File: src/rtl/tgarle_pkg.sv
// tgarle_pkg: shared constants and types for the tga run-length pixel decoder
// no dependencies; imported by tga_rle_pixel_decoder_unit
`timescale 1ns / 1ps
`default_nettype none

package tgarle_pkg;

   // configuration register indexes
   localparam logic [1:0] CSR_BYTES_PER_PIXEL = 2'd0;
   localparam logic [1:0] CSR_RLE_ENABLE      = 2'd1;
   localparam logic [1:0] CSR_PIXEL_TOTAL     = 2'd2;

   localparam int unsigned CSR_INDEX_BITS = 2;
   localparam int unsigned CSR_DATA_BITS  = 32;

   // register reset values
   localparam logic [2:0] BPP_RESET = 3'd4;
   localparam logic       RLE_RESET = 1'b1;

   // pixel sizes
   localparam logic [2:0] BPP_RGB  = 3'd3;
   localparam logic [1:0] LAST_RGB  = 2'd2;
   localparam logic [1:0] LAST_RGBA = 2'd3;

   localparam int unsigned RUN_FLAG_BIT = 7;

   localparam int unsigned RSP_DATA_BITS = 40;

   typedef struct packed {
      logic [7:0] repeat_count;
      logic [7:0] alpha;
      logic [7:0] blue;
      logic [7:0] green;
      logic [7:0] red;
      logic       image_end;
   } pixel_type;

endpackage

`default_nettype wire

File: src/rtl/tga_rle_pixel_decoder_unit.sv
// tga_rle_pixel_decoder_unit: byte-stream decoder for tga true-colour image data
// depends on tgarle_pkg; output register plus skid stage on the result side
// completed pixels go to the output register, or to the skid stage while it is held
// throughput: one byte per cycle; req_tready only drops when both result stages hold
//   a transfer, the decode is a single subtract/compare and add on the pixel counter
// reset (synchronous, active high) clears packet state, pixel counter and both
//   result stages; registers return to 4 bytes per pixel, run-length on, total of 1
`timescale 1ns / 1ps
`default_nettype none

module tga_rle_pixel_decoder_unit
   import tgarle_pkg::*;
#(
   parameter int unsigned COUNT_BITS = 32
) (
   input  wire logic                      clock,
   input  wire logic                      reset,
   input  wire logic                      req_tvalid,
   output logic                           req_tready,
   input  wire logic [7:0]                req_tdata,   // [7:0] stream_byte
   output logic                           rsp_tvalid,
   input  wire logic                      rsp_tready,
   output logic [RSP_DATA_BITS-1:0]       rsp_tdata,   // red, green, blue, alpha, repeat_count
   output logic                           rsp_tlast,   // image_end
   input  wire logic                      csr_we,
   input  wire logic [CSR_INDEX_BITS-1:0] csr_index,
   input  wire logic [CSR_DATA_BITS-1:0]  csr_wdata
);

   localparam int unsigned WIDE_BITS = (COUNT_BITS > CSR_DATA_BITS) ? COUNT_BITS : CSR_DATA_BITS;

   // configuration
   logic [2:0]            bpp_ff;
   logic                  rle_ff;
   logic [COUNT_BITS-1:0] limit_ff;
   logic [COUNT_BITS-1:0] limit_in;

   // decode state
   logic                  expect_header_ff, expect_header_in;
   logic                  is_run_ff, is_run_in;
   logic [7:0]            left_ff, left_in;
   logic [1:0]            comp_idx_ff, comp_idx_in;
   logic [7:0]            held_ff [3];
   logic [7:0]            held_in [3];
   logic [COUNT_BITS-1:0] done_ff, done_in;

   // result stages
   logic      out_valid_ff, skid_valid_ff;
   pixel_type out_ff, skid_ff;

   logic      accept;
   logic      emit;
   logic      out_free;
   pixel_type pix;

   logic [7:0]            in_byte;
   logic [1:0]            last_idx;
   logic                  over;
   logic [COUNT_BITS-1:0] remain;
   logic [7:0]            cnt_raw;
   logic                  hit;
   logic [7:0]            left_next;
   logic [COUNT_BITS:0]   done_inc;
   logic [WIDE_BITS-1:0]  total_wide;
   logic [WIDE_BITS-1:0]  mask_wide;

   assign in_byte    = req_tdata;
   assign req_tready = !skid_valid_ff;
   assign accept     = req_tvalid && req_tready;
   assign out_free   = !out_valid_ff || rsp_tready;

   // saturated, non-zero pixel limit taken at configuration time
   always_comb begin
      total_wide = WIDE_BITS'(csr_wdata);
      mask_wide  = WIDE_BITS'({COUNT_BITS{1'b1}});
      if (total_wide == '0) begin
         limit_in = COUNT_BITS'(1);
      end else if (total_wide > mask_wide) begin
         limit_in = {COUNT_BITS{1'b1}};
      end else begin
         limit_in = total_wide[COUNT_BITS-1:0];
      end
   end

   always_comb begin
      last_idx  = (bpp_ff == BPP_RGB) ? LAST_RGB : LAST_RGBA;
      over      = done_ff >= limit_ff;
      remain    = limit_ff - done_ff;
      cnt_raw   = (is_run_ff && left_ff != 8'd0) ? left_ff : 8'd1;
      hit       = COUNT_BITS'(cnt_raw) >= remain;
      left_next = is_run_ff ? 8'd0 : ((left_ff != 8'd0) ? left_ff - 8'd1 : 8'd0);
      done_inc  = {1'b0, done_ff} + (COUNT_BITS + 1)'(1);

      expect_header_in = expect_header_ff;
      is_run_in        = is_run_ff;
      left_in          = left_ff;
      comp_idx_in      = comp_idx_ff;
      held_in          = held_ff;
      done_in          = done_ff;
      emit             = 1'b0;

      pix.blue  = held_ff[0];
      pix.green = held_ff[1];
      if (last_idx == LAST_RGB) begin
         pix.red   = in_byte;
         pix.alpha = 8'd0;
      end else begin
         pix.red   = held_ff[2];
         pix.alpha = in_byte;
      end
      pix.repeat_count = 8'd1;
      pix.image_end    = 1'b0;

      if (rle_ff && expect_header_ff) begin
         if (over) begin
            done_in = '0;
         end
         is_run_in        = in_byte[RUN_FLAG_BIT];
         left_in          = {1'b0, in_byte[6:0]} + 8'd1;
         expect_header_in = 1'b0;
         comp_idx_in      = 2'd0;
      end else if (comp_idx_ff < last_idx) begin
         case (comp_idx_ff)
            2'd0:    held_in[0] = in_byte;
            2'd1:    held_in[1] = in_byte;
            default: held_in[2] = in_byte;
         endcase
         comp_idx_in = comp_idx_ff + 2'd1;
      end else begin
         comp_idx_in = 2'd0;
         if (!rle_ff) begin
            emit = 1'b1;
            if (done_inc >= {1'b0, limit_ff}) begin
               pix.image_end = 1'b1;
               done_in       = '0;
            end else begin
               done_in = done_inc[COUNT_BITS-1:0];
            end
         end else if (over) begin
            // rest of a packet after the image ended is dropped
            if (is_run_ff || left_ff <= 8'd1) begin
               left_in          = 8'd0;
               expect_header_in = 1'b1;
               done_in          = '0;
            end else begin
               left_in = left_ff - 8'd1;
            end
         end else begin
            emit    = 1'b1;
            left_in = left_next;
            if (hit) begin
               // run clamped to the pixels that remain
               pix.repeat_count = remain[7:0];
               pix.image_end    = 1'b1;
               done_in          = (left_next == 8'd0) ? '0 : limit_ff;
            end else begin
               pix.repeat_count = cnt_raw;
               done_in          = done_ff + COUNT_BITS'(cnt_raw);
            end
            if (left_next == 8'd0) begin
               expect_header_in = 1'b1;
            end
         end
      end
   end

   always_ff @(posedge clock) begin
      if (reset) begin
         bpp_ff           <= BPP_RESET;
         rle_ff           <= RLE_RESET;
         limit_ff         <= COUNT_BITS'(1);
         expect_header_ff <= 1'b1;
         is_run_ff        <= 1'b0;
         left_ff          <= 8'd0;
         comp_idx_ff      <= 2'd0;
         held_ff          <= '{default: 8'd0};
         done_ff          <= '0;
         out_valid_ff     <= 1'b0;
         skid_valid_ff    <= 1'b0;
      end else begin
         if (csr_we) begin
            case (csr_index)
               CSR_BYTES_PER_PIXEL: bpp_ff   <= csr_wdata[2:0];
               CSR_RLE_ENABLE:      rle_ff   <= csr_wdata[0];
               CSR_PIXEL_TOTAL:     limit_ff <= limit_in;
               default:             ;
            endcase
         end
         if (accept) begin
            expect_header_ff <= expect_header_in;
            is_run_ff        <= is_run_in;
            left_ff          <= left_in;
            comp_idx_ff      <= comp_idx_in;
            held_ff          <= held_in;
            done_ff          <= done_in;
         end
         if (out_free) begin
            if (skid_valid_ff) begin
               out_valid_ff  <= 1'b1;
               skid_valid_ff <= accept && emit;
            end else begin
               out_valid_ff <= accept && emit;
            end
         end else if (accept && emit) begin
            skid_valid_ff <= 1'b1;
         end
      end
   end

   // result payload, no reset needed
   always_ff @(posedge clock) begin
      if (out_free) begin
         if (skid_valid_ff) begin
            out_ff <= skid_ff;
            if (accept && emit) begin
               skid_ff <= pix;
            end
         end else if (accept && emit) begin
            out_ff <= pix;
         end
      end else if (accept && emit) begin
         skid_ff <= pix;
      end
   end

   assign rsp_tvalid = out_valid_ff;
   assign rsp_tdata  = {out_ff.repeat_count, out_ff.alpha, out_ff.blue,
                        out_ff.green, out_ff.red};
   assign rsp_tlast  = out_ff.image_end;

   // skid stage only fills behind a held output transfer
   a_skid_behind_out: assert property (@(posedge clock) disable iff (reset)
      skid_valid_ff |-> out_valid_ff)
      else $error("skid stage holds a transfer while the output register is empty");

   // a pending result is never lost while the sink stalls
   a_out_held: assert property (@(posedge clock) disable iff (reset)
      (out_valid_ff && !rsp_tready) |=> out_valid_ff)
      else $error("pending result dropped without a transfer");

   a_repeat_nonzero: assert property (@(posedge clock) disable iff (reset)
      out_valid_ff |-> (out_ff.repeat_count != 8'd0))
      else $error("result with zero repeat count");

   // a header byte always opens a packet
   a_header_opens: assert property (@(posedge clock) disable iff (reset)
      (accept && rle_ff && expect_header_ff) |=> !expect_header_ff)
      else $error("header byte did not open a packet");

endmodule

`default_nettype wire

File: config.mk
export PLATFORM = sky130hd
export DESIGN_NAME = tga_rle_pixel_decoder_unit
export DESIGN_NICKNAME = d
export VERILOG_FILES = /design/src/rtl/tgarle_pkg.sv /design/src/rtl/tga_rle_pixel_decoder_unit.sv
export SDC_FILE = /design/constraint.sdc
export NUM_CORES = 1
export LEC_CHECK = 0
export ABC_CLOCK_PERIOD_IN_PS = 5500
export CAP_MARGIN = 20
export CORE_MARGIN = 4
export CORE_UTILIZATION = 35
export CTS_BUF_LIST = sky130_fd_sc_hd__clkbuf_4 sky130_fd_sc_hd__clkbuf_8 sky130_fd_sc_hd__clkbuf_16
export CTS_CLUSTER_SIZE = 10
export DETAILED_ROUTE_END_ITERATION = 8
export DONT_BUFFER_PORTS = 1
export SLEW_MARGIN = 0
export SYNTH_ARGS = -nofsm -noshare
export SYNTH_HDL_FRONTEND = slang
export SYNTH_SLANG_ARGS = --single-unit
File: constraint.sdc
create_clock -name clock -period 5.5 [get_ports clock]
set_input_delay 1.1 -clock clock [delete_from_list [all_inputs] [get_ports clock]]
set_output_delay 1.1 -clock clock [all_outputs]
set_load 0.05 [all_outputs]
# --- Word level (Yosys, flattened, before mapping) ---
# Index checks and enable logic that the tools add are counted.
totals:
  input_bits: 47
  regBits: 188
  elab_cells: 132
  output_inout_bits: 43
classes:
  bitwise_logic: 2
  reduce_logical: 29
  order_cmp: 6
  add_sub_neg: 6
  mux: 54
  eq_ne: 10
op_table:
  columns: ["op", "count"]
  rows:
  - ["two-way mux 32 bit", 11]
  - ["two-way mux 41 bit", 5]
  - ["two-way mux 8 bit", 15]
  - ["adder 32 x 1 -> 33 bit (second input constant)", 1]
  - [">= comparator 33 x 32 -> 1 bit", 1]
  - ["adder 32 x 8 -> 32 bit", 1]
  - [">= comparator 32 bit", 1]
  - [">= comparator 8 x 32 -> 1 bit", 1]
  - ["greater-than comparator 32 bit (second input constant)", 1]
  - ["logical NOT 32 bit", 1]
  - ["subtractor 32 bit", 1]
  - ["two-way mux 1 bit", 21]
  - ["AND reduction 4 bit", 4]
  - ["AND reduction 2 bit", 5]
  - ["adder 7 x 1 -> 8 bit (second input constant)", 1]
  - ["less-or-equal comparator 8 x 1 -> 1 bit (second input constant)", 1]
  - ["logical NOT 8 bit", 1]
  - ["nonzero test 8 bit", 1]
  - ["subtractor 8 x 1 -> 8 bit (second input constant)", 1]
  - ["inequality test 2 bit (second input constant)", 3]
  - ["nonzero test 2 bit", 3]
  - ["AND reduction 5 bit", 1]
  - ["== test 2 x 1 -> 1 bit (second input constant)", 2]
  - ["== test 2 bit (second input constant)", 2]
  - ["14 further kinds", 22]

# --- Depth between registers and ports, before layout ---
depth:
  word_depth: 12
  depth_mapped: 21
  depth_no_buf: 20

# --- Worst setup path before layout ---
# Ideal clock, no wire load.
synth_path:
  path_type: "register to register"
  from: "register done_ff[21]"
  to: "register out_ff, in the netlist rsp_tdata[0] (enable)"
  path_stages_with_launch: 13
  required_time_ns: 5.061
  period_less_slack_ns: 4.762
  setup_ns: 0.439
  path_slack_ns: 0.738
  arrival_ns: 4.322
  path_buffers: 2
  cell_sequence: "dfxtp_1 clkbuf_1 inv_1 ha_1 and4_1 nand3_1 or3_1 a31oi_1 nand2_1 clkbuf_1 a21oi_1 nor2_1 nor2_1"
synth_between:
  elab_chain_cells: 8
synth_rtl:
  columns: ["item", "line_no", "rtl"]
  rows:
  - ["from (decl)", "tga_rle_pixel_decoder_unit.sv:45", "logic [COUNT_BITS-1:0] done_ff, done_in;"]
  - ["from (signal assigned)", "tga_rle_pixel_decoder_unit.sv:195", "done_ff <= done_in;"]
  - [">= comparator 32 bit", "tga_rle_pixel_decoder_unit.sv:87", "over = done_ff >= limit_ff;"]
  - ["two-way mux 1 bit", "tga_rle_pixel_decoder_unit.sv:139", "end else if (over) begin"]
  - ["two-way mux 1 bit", "tga_rle_pixel_decoder_unit.sv:131", "if (!rle_ff) begin"]
  - ["two-way mux 1 bit", "tga_rle_pixel_decoder_unit.sv:122", "end else if (comp_idx_ff < last_idx) begin"]
  - ["two-way mux 1 bit", "tga_rle_pixel_decoder_unit.sv:114", "if (rle_ff && expect_header_ff) begin"]
  - ["logical AND 1 bit", "tga_rle_pixel_decoder_unit.sv:218", "end else if (accept && emit) begin"]
  - ["nonzero test 2 bit (no line)", null, null]
  - ["AND reduction 2 bit (no line)", null, null]
  - ["to (signal assigned)", "tga_rle_pixel_decoder_unit.sv:214", "out_ff <= skid_ff;"]
  - ["to (signal assigned)", "tga_rle_pixel_decoder_unit.sv:219", "out_ff <= pix;"]
  - ["to (decl)", "tga_rle_pixel_decoder_unit.sv:49", "pixel_type out_ff, skid_ff;"]
# Every way passes these cells.
# A chain may end at the register's enable or synchronous reset.

# --- Final worst setup path ---
layout_path:
  from: "register left_ff[4]"
  to: "register out_ff, in the netlist rsp_tdata[34] (data pin)"
layout_between:
  elab_chain_cells: 11
layout_rtl:
  columns: ["item", "line_no", "rtl"]
  rows:
  - ["from (decl)", "tga_rle_pixel_decoder_unit.sv:41", "logic [7:0] left_ff, left_in;"]
  - ["from (signal assigned)", "tga_rle_pixel_decoder_unit.sv:192", "left_ff <= left_in;"]
  - ["nonzero test 8 bit", "tga_rle_pixel_decoder_unit.sv:89", "cnt_raw = (is_run_ff && left_ff != 8'd0) ? left_ff : 8'd1;"]
  - ["logical AND 1 bit", "tga_rle_pixel_decoder_unit.sv:89", null]
  - ["two-way mux 8 bit (*)", "tga_rle_pixel_decoder_unit.sv:89", null]
  - [">= comparator 8 x 32 -> 1 bit", "tga_rle_pixel_decoder_unit.sv:90", "hit = COUNT_BITS'(cnt_raw) >= remain;"]
  - ["two-way mux 8 bit (*)", "tga_rle_pixel_decoder_unit.sv:151", "if (hit) begin"]
  - ["two-way mux 8 bit (*)", "tga_rle_pixel_decoder_unit.sv:139", null]
  - ["two-way mux 8 bit (*)", "tga_rle_pixel_decoder_unit.sv:131", null]
  - ["two-way mux 8 bit (*)", "tga_rle_pixel_decoder_unit.sv:122", null]
  - ["two-way mux 8 bit (*)", "tga_rle_pixel_decoder_unit.sv:114", null]
  - ["two-way mux 41 bit (*)", "tga_rle_pixel_decoder_unit.sv:218", null]
  - ["two-way mux 41 bit (*)", "tga_rle_pixel_decoder_unit.sv:213", "if (skid_valid_ff) begin"]
# Every way passes the cells marked *; elsewhere a longest branch is shown, timed or not. The select of a mux whose other input is x is not followed.

==> metrics.yaml <==
end_kind: "flop"
final_common_cell: "nand2_1"
cts_setup_buffers: 0
wl_um: 42720
maxSlewHeadroom_pct: 22.72
multi_input_area_mm2: 0.007995
drive_above_1_share_pct: 9.509
syn_inst: 1586
worstSetupPathType: "reg -> reg"
drtAntennaViolNets: 0
synth_edf_count: 82
antenna_found_initial: 0
dr.pass1.iters: 5
gp_congestion: 0.9514
grt_usage_pct: 20.36
fp.dieW_um: 202.6
drc_errors: 0
cp_cell_sequence: "or3_1 > nor4_1 > nand2_1 > and3_1 > ha_1 > nand2_1 > o21ai_0 > a41oi_1 > a211oi_1 > o2111ai_1 > nor4b_1 > nand4b_1 > nor4_4 > buf_12 > nand2b_1 > o21a_1 > o21ai_0"
grt.overflow.total: 0
finalHoldViolations: 0
syn_area_mm2: 0.01325
syn_to_final_growth_pct: 9.091
cts_resized: 0
worst_pin_slew_ps: 1158
p_seq_share_pct: 42.1
core_area_mm2: 0.03749
path_buf_inv: 1
initial_core_util_pct: 35.35
cts_max_level: 4
worst-path-stages: 17
hold_buffers: 0
clkPwrFrac_pct: 37.5
finalCritPeriodShare_pct: 95.34
slowest_stage: "or3_1"
ys_seq_area_share_pct: 34.59
finalCriticalPeriod_ps: 5244
post-route-util_pct: 38.57
setup_viol: 0
drv_cap: 0
rr_startpoint: "left_ff[4]"
pin_count: 90
synth_area_per_cell_um2: 8.357
synth_fp_nets: 1723
grt_max_degree: 97
route.vias.total: 11830
port_buffers: 0
clkLatencyLatePin_ps: 460
yosys-top-cells-area: "edfxtp_1 (19%), dfxtp_1 (16%), ha_1 (8.3%)"
rsz0062_at_grt: "no"
status: "complete, no violations"
grt_pass1_wl_um: 66250
num-nets-final: 1691
required_ps: 5690
startpoint_type: "flop"
yosysTopAreaCellShare_pct: 18.58
peakVddDrop_uv: 239.8
drt-vias-per-instance: 5.695
synth.distinct_cells: 85
crit_family: "simple AND/OR/NAND/NOR gates"
cts.sinks: 188
cts_buffer_depth: 2
cts.clk_slew.worst_paths_ps: 80
hp-start: "held_ff[17]"
yosysWarnings: 0
power_density_mw_per_mm2: 245.4
wl_per_cell_um: 20.56
critPathLaunch: "left_ff[4]"
leakage_nw: 5.431
cp_max_fo: 62
worstHoldPathType: "reg -> reg"
power_switching_w: 0.001120
async_flop_share_pct: 0
clock_skew_ps: 17.48
grt_pass1_vias: 11220
final_cell_mix: "nand2_1 (227), a21oi_1 (133), dfxtp_1 (104), nor2_1 (95), inv_1 (90)"
ys.flop_type: "dfxtp_1"
p_comb_share_pct: 20.4
ff2ff_path_depth: 17
num_rows: 71
synth_top_area_cell: "edfxtp_1"
endpoint: "rsp_tdata[34]"
cts_made_buffers: 17
p_int_w: 0.002428
synth_seq_cells: 188
seq_area_mm2: 0.004587
dpl.hpwl_um: 32320
dieArea_mm2: 0.04105
p_sw_share_pct: 31.56
r2r_slack_ps: 260
crit_arrival_ps: 5430
clock-root-buffer: "clkbuf_16"
max_stage_delay_ps: 440
max_freq_mhz: 190.7
maxSlewViolCount: 0
fin_setup_tns_ps: 0
die_h_um: 202.6
n_antenna_cell: 0
worstReg2RegEnd: "rsp_tdata[34]"
fillers: 3905
drt_first_iter_violations: 1098
tritoncts: "yes"
-- state kept, by name, indices dropped and copies added (netlist names), 2 cells and up --
| register | flops |
|---|---|
| bpp_ff | 3 |
| comp_idx_ff | 2 |
| done_ff | 32 |
| held_ff | 24 |
| left_ff | 8 |
| limit_ff | 32 |
| rsp_tdata | 40 |
| skid_ff | 41 |
-- per-layer routing --
layer	up-vias	routed length (um)	GRT usage (%)
met2	496	18800	31.61
met3	63	3252	4.344
met1	5636	19620	28.60
met5	-	0	0
met4	0	1048	6.135
li1	5639	-	-
-- power groups by stage --
stage	sequential (W)	clock [W]	combinational, W
CTS	0.00149	0.00135	0.000705
finish	0.00150	0.00133	0.000723
global route	0.00150	0.00141	0.000776
floorplan	0.00151	0	0.000492
global placement	0.00153	0	0.000703
detailed placement	0.00153	0	0.000701
-- layout make-up --
type	instances	share of cell area (%)
Multi-Input combinational cell	1223	55.30
Sequential cell	188	31.72
Clock buffer	19	3.089
Clock inverter	13	1.220
Inverter	91	2.362
Timing Repair Buffer	33	1.886
Tap cell	511	4.422
-- cell families (layout without fill, tap and decap cells) --
| logic type | count (synthesis) | in the layout | share of synthesized area, % |
|---|---|---|---|
| DFF | 188 | 188 | 34.59 |
| muxes | 63 | 63 | 5.211 |
| xor gates and xnor gates | 79 | 79 | 5.220 |
| adders and majority gates | 90 | 90 | 8.610 |
| and+or+nand+nor | 618 | 618 | 23.07 |
| AOI/OAI and AO/OA | 373 | 373 | 17.92 |
| buffers and inverters | 175 | 156 | 5.381 |
-- synth_stat cells (8+ instances only) --
cell	n
o21ai_1	14
or3_1	18
nand4_1	31
ha_1	88
a31oi_1	18
xor2_1	14
mux2i_1	18
edfxtp_1	82
mux2_2	43
nand2b_1	15
o21a_1	15
a21oi_1	133
clkbuf_1	58
a22oi_1	11
nor4_1	24
a211oi_1	9
nor2b_1	19
dfxtp_1	106
buf_2	14
nand3_1	55
a21o_1	22
nand2_1	228
and3_1	27
and2_1	24
nor2_1	96
inv_1	90
nand3b_1	8
o21ai_0	52
o31ai_1	13
xnor2_1	65
o211ai_1	18
nor3_1	34
-- worst register-to-register path, stage by stage (launching register included) --
cell	delay (ps)
dfxtp_1	400
or3_1	440
nor4_1	270
nand2_1	140
and3_1	270
ha_1	300
nand2_1	40
o21ai_0	370
a41oi_1	380
a211oi_1	340
o2111ai_1	220
nor4b_1	380
nand4b_1	240
nor4_4	390
buf_12	290
nand2b_1	220
o21a_1	180
o21ai_0	110
-- how the worst min path moves through the flow --
stage	endpoint	slack [ps]	cells past startpoint
2_1_floorplan	skid_ff[10]	430	0
3_3_place_gp	skid_ff[10]	440	0
3_5_place_dp	skid_ff[18]	440	0
4_1_cts	skid_ff[18]	460	0
5_1_grt	skid_ff[23]	470	0
6_report	skid_ff[18]	460	0
-- through the flow --
stage,worst slack [ps],total power [W],hold WS [ps],instances,cell area (um^2)
detailed placement,127.7,0.002228,442.9,2045,13790
global route,20.40,0.003685,471.2,2078,14460
global placement,142.2,0.002229,440.4,2045,13790
floorplan,738.4,0.002007,426.1,1586,13250
finish,256.0,0.003548,459.1,2078,14460
CTS,96.93,0.003552,460.8,2077,14410
No activity file was read; power rests on OpenSTA's default activity.
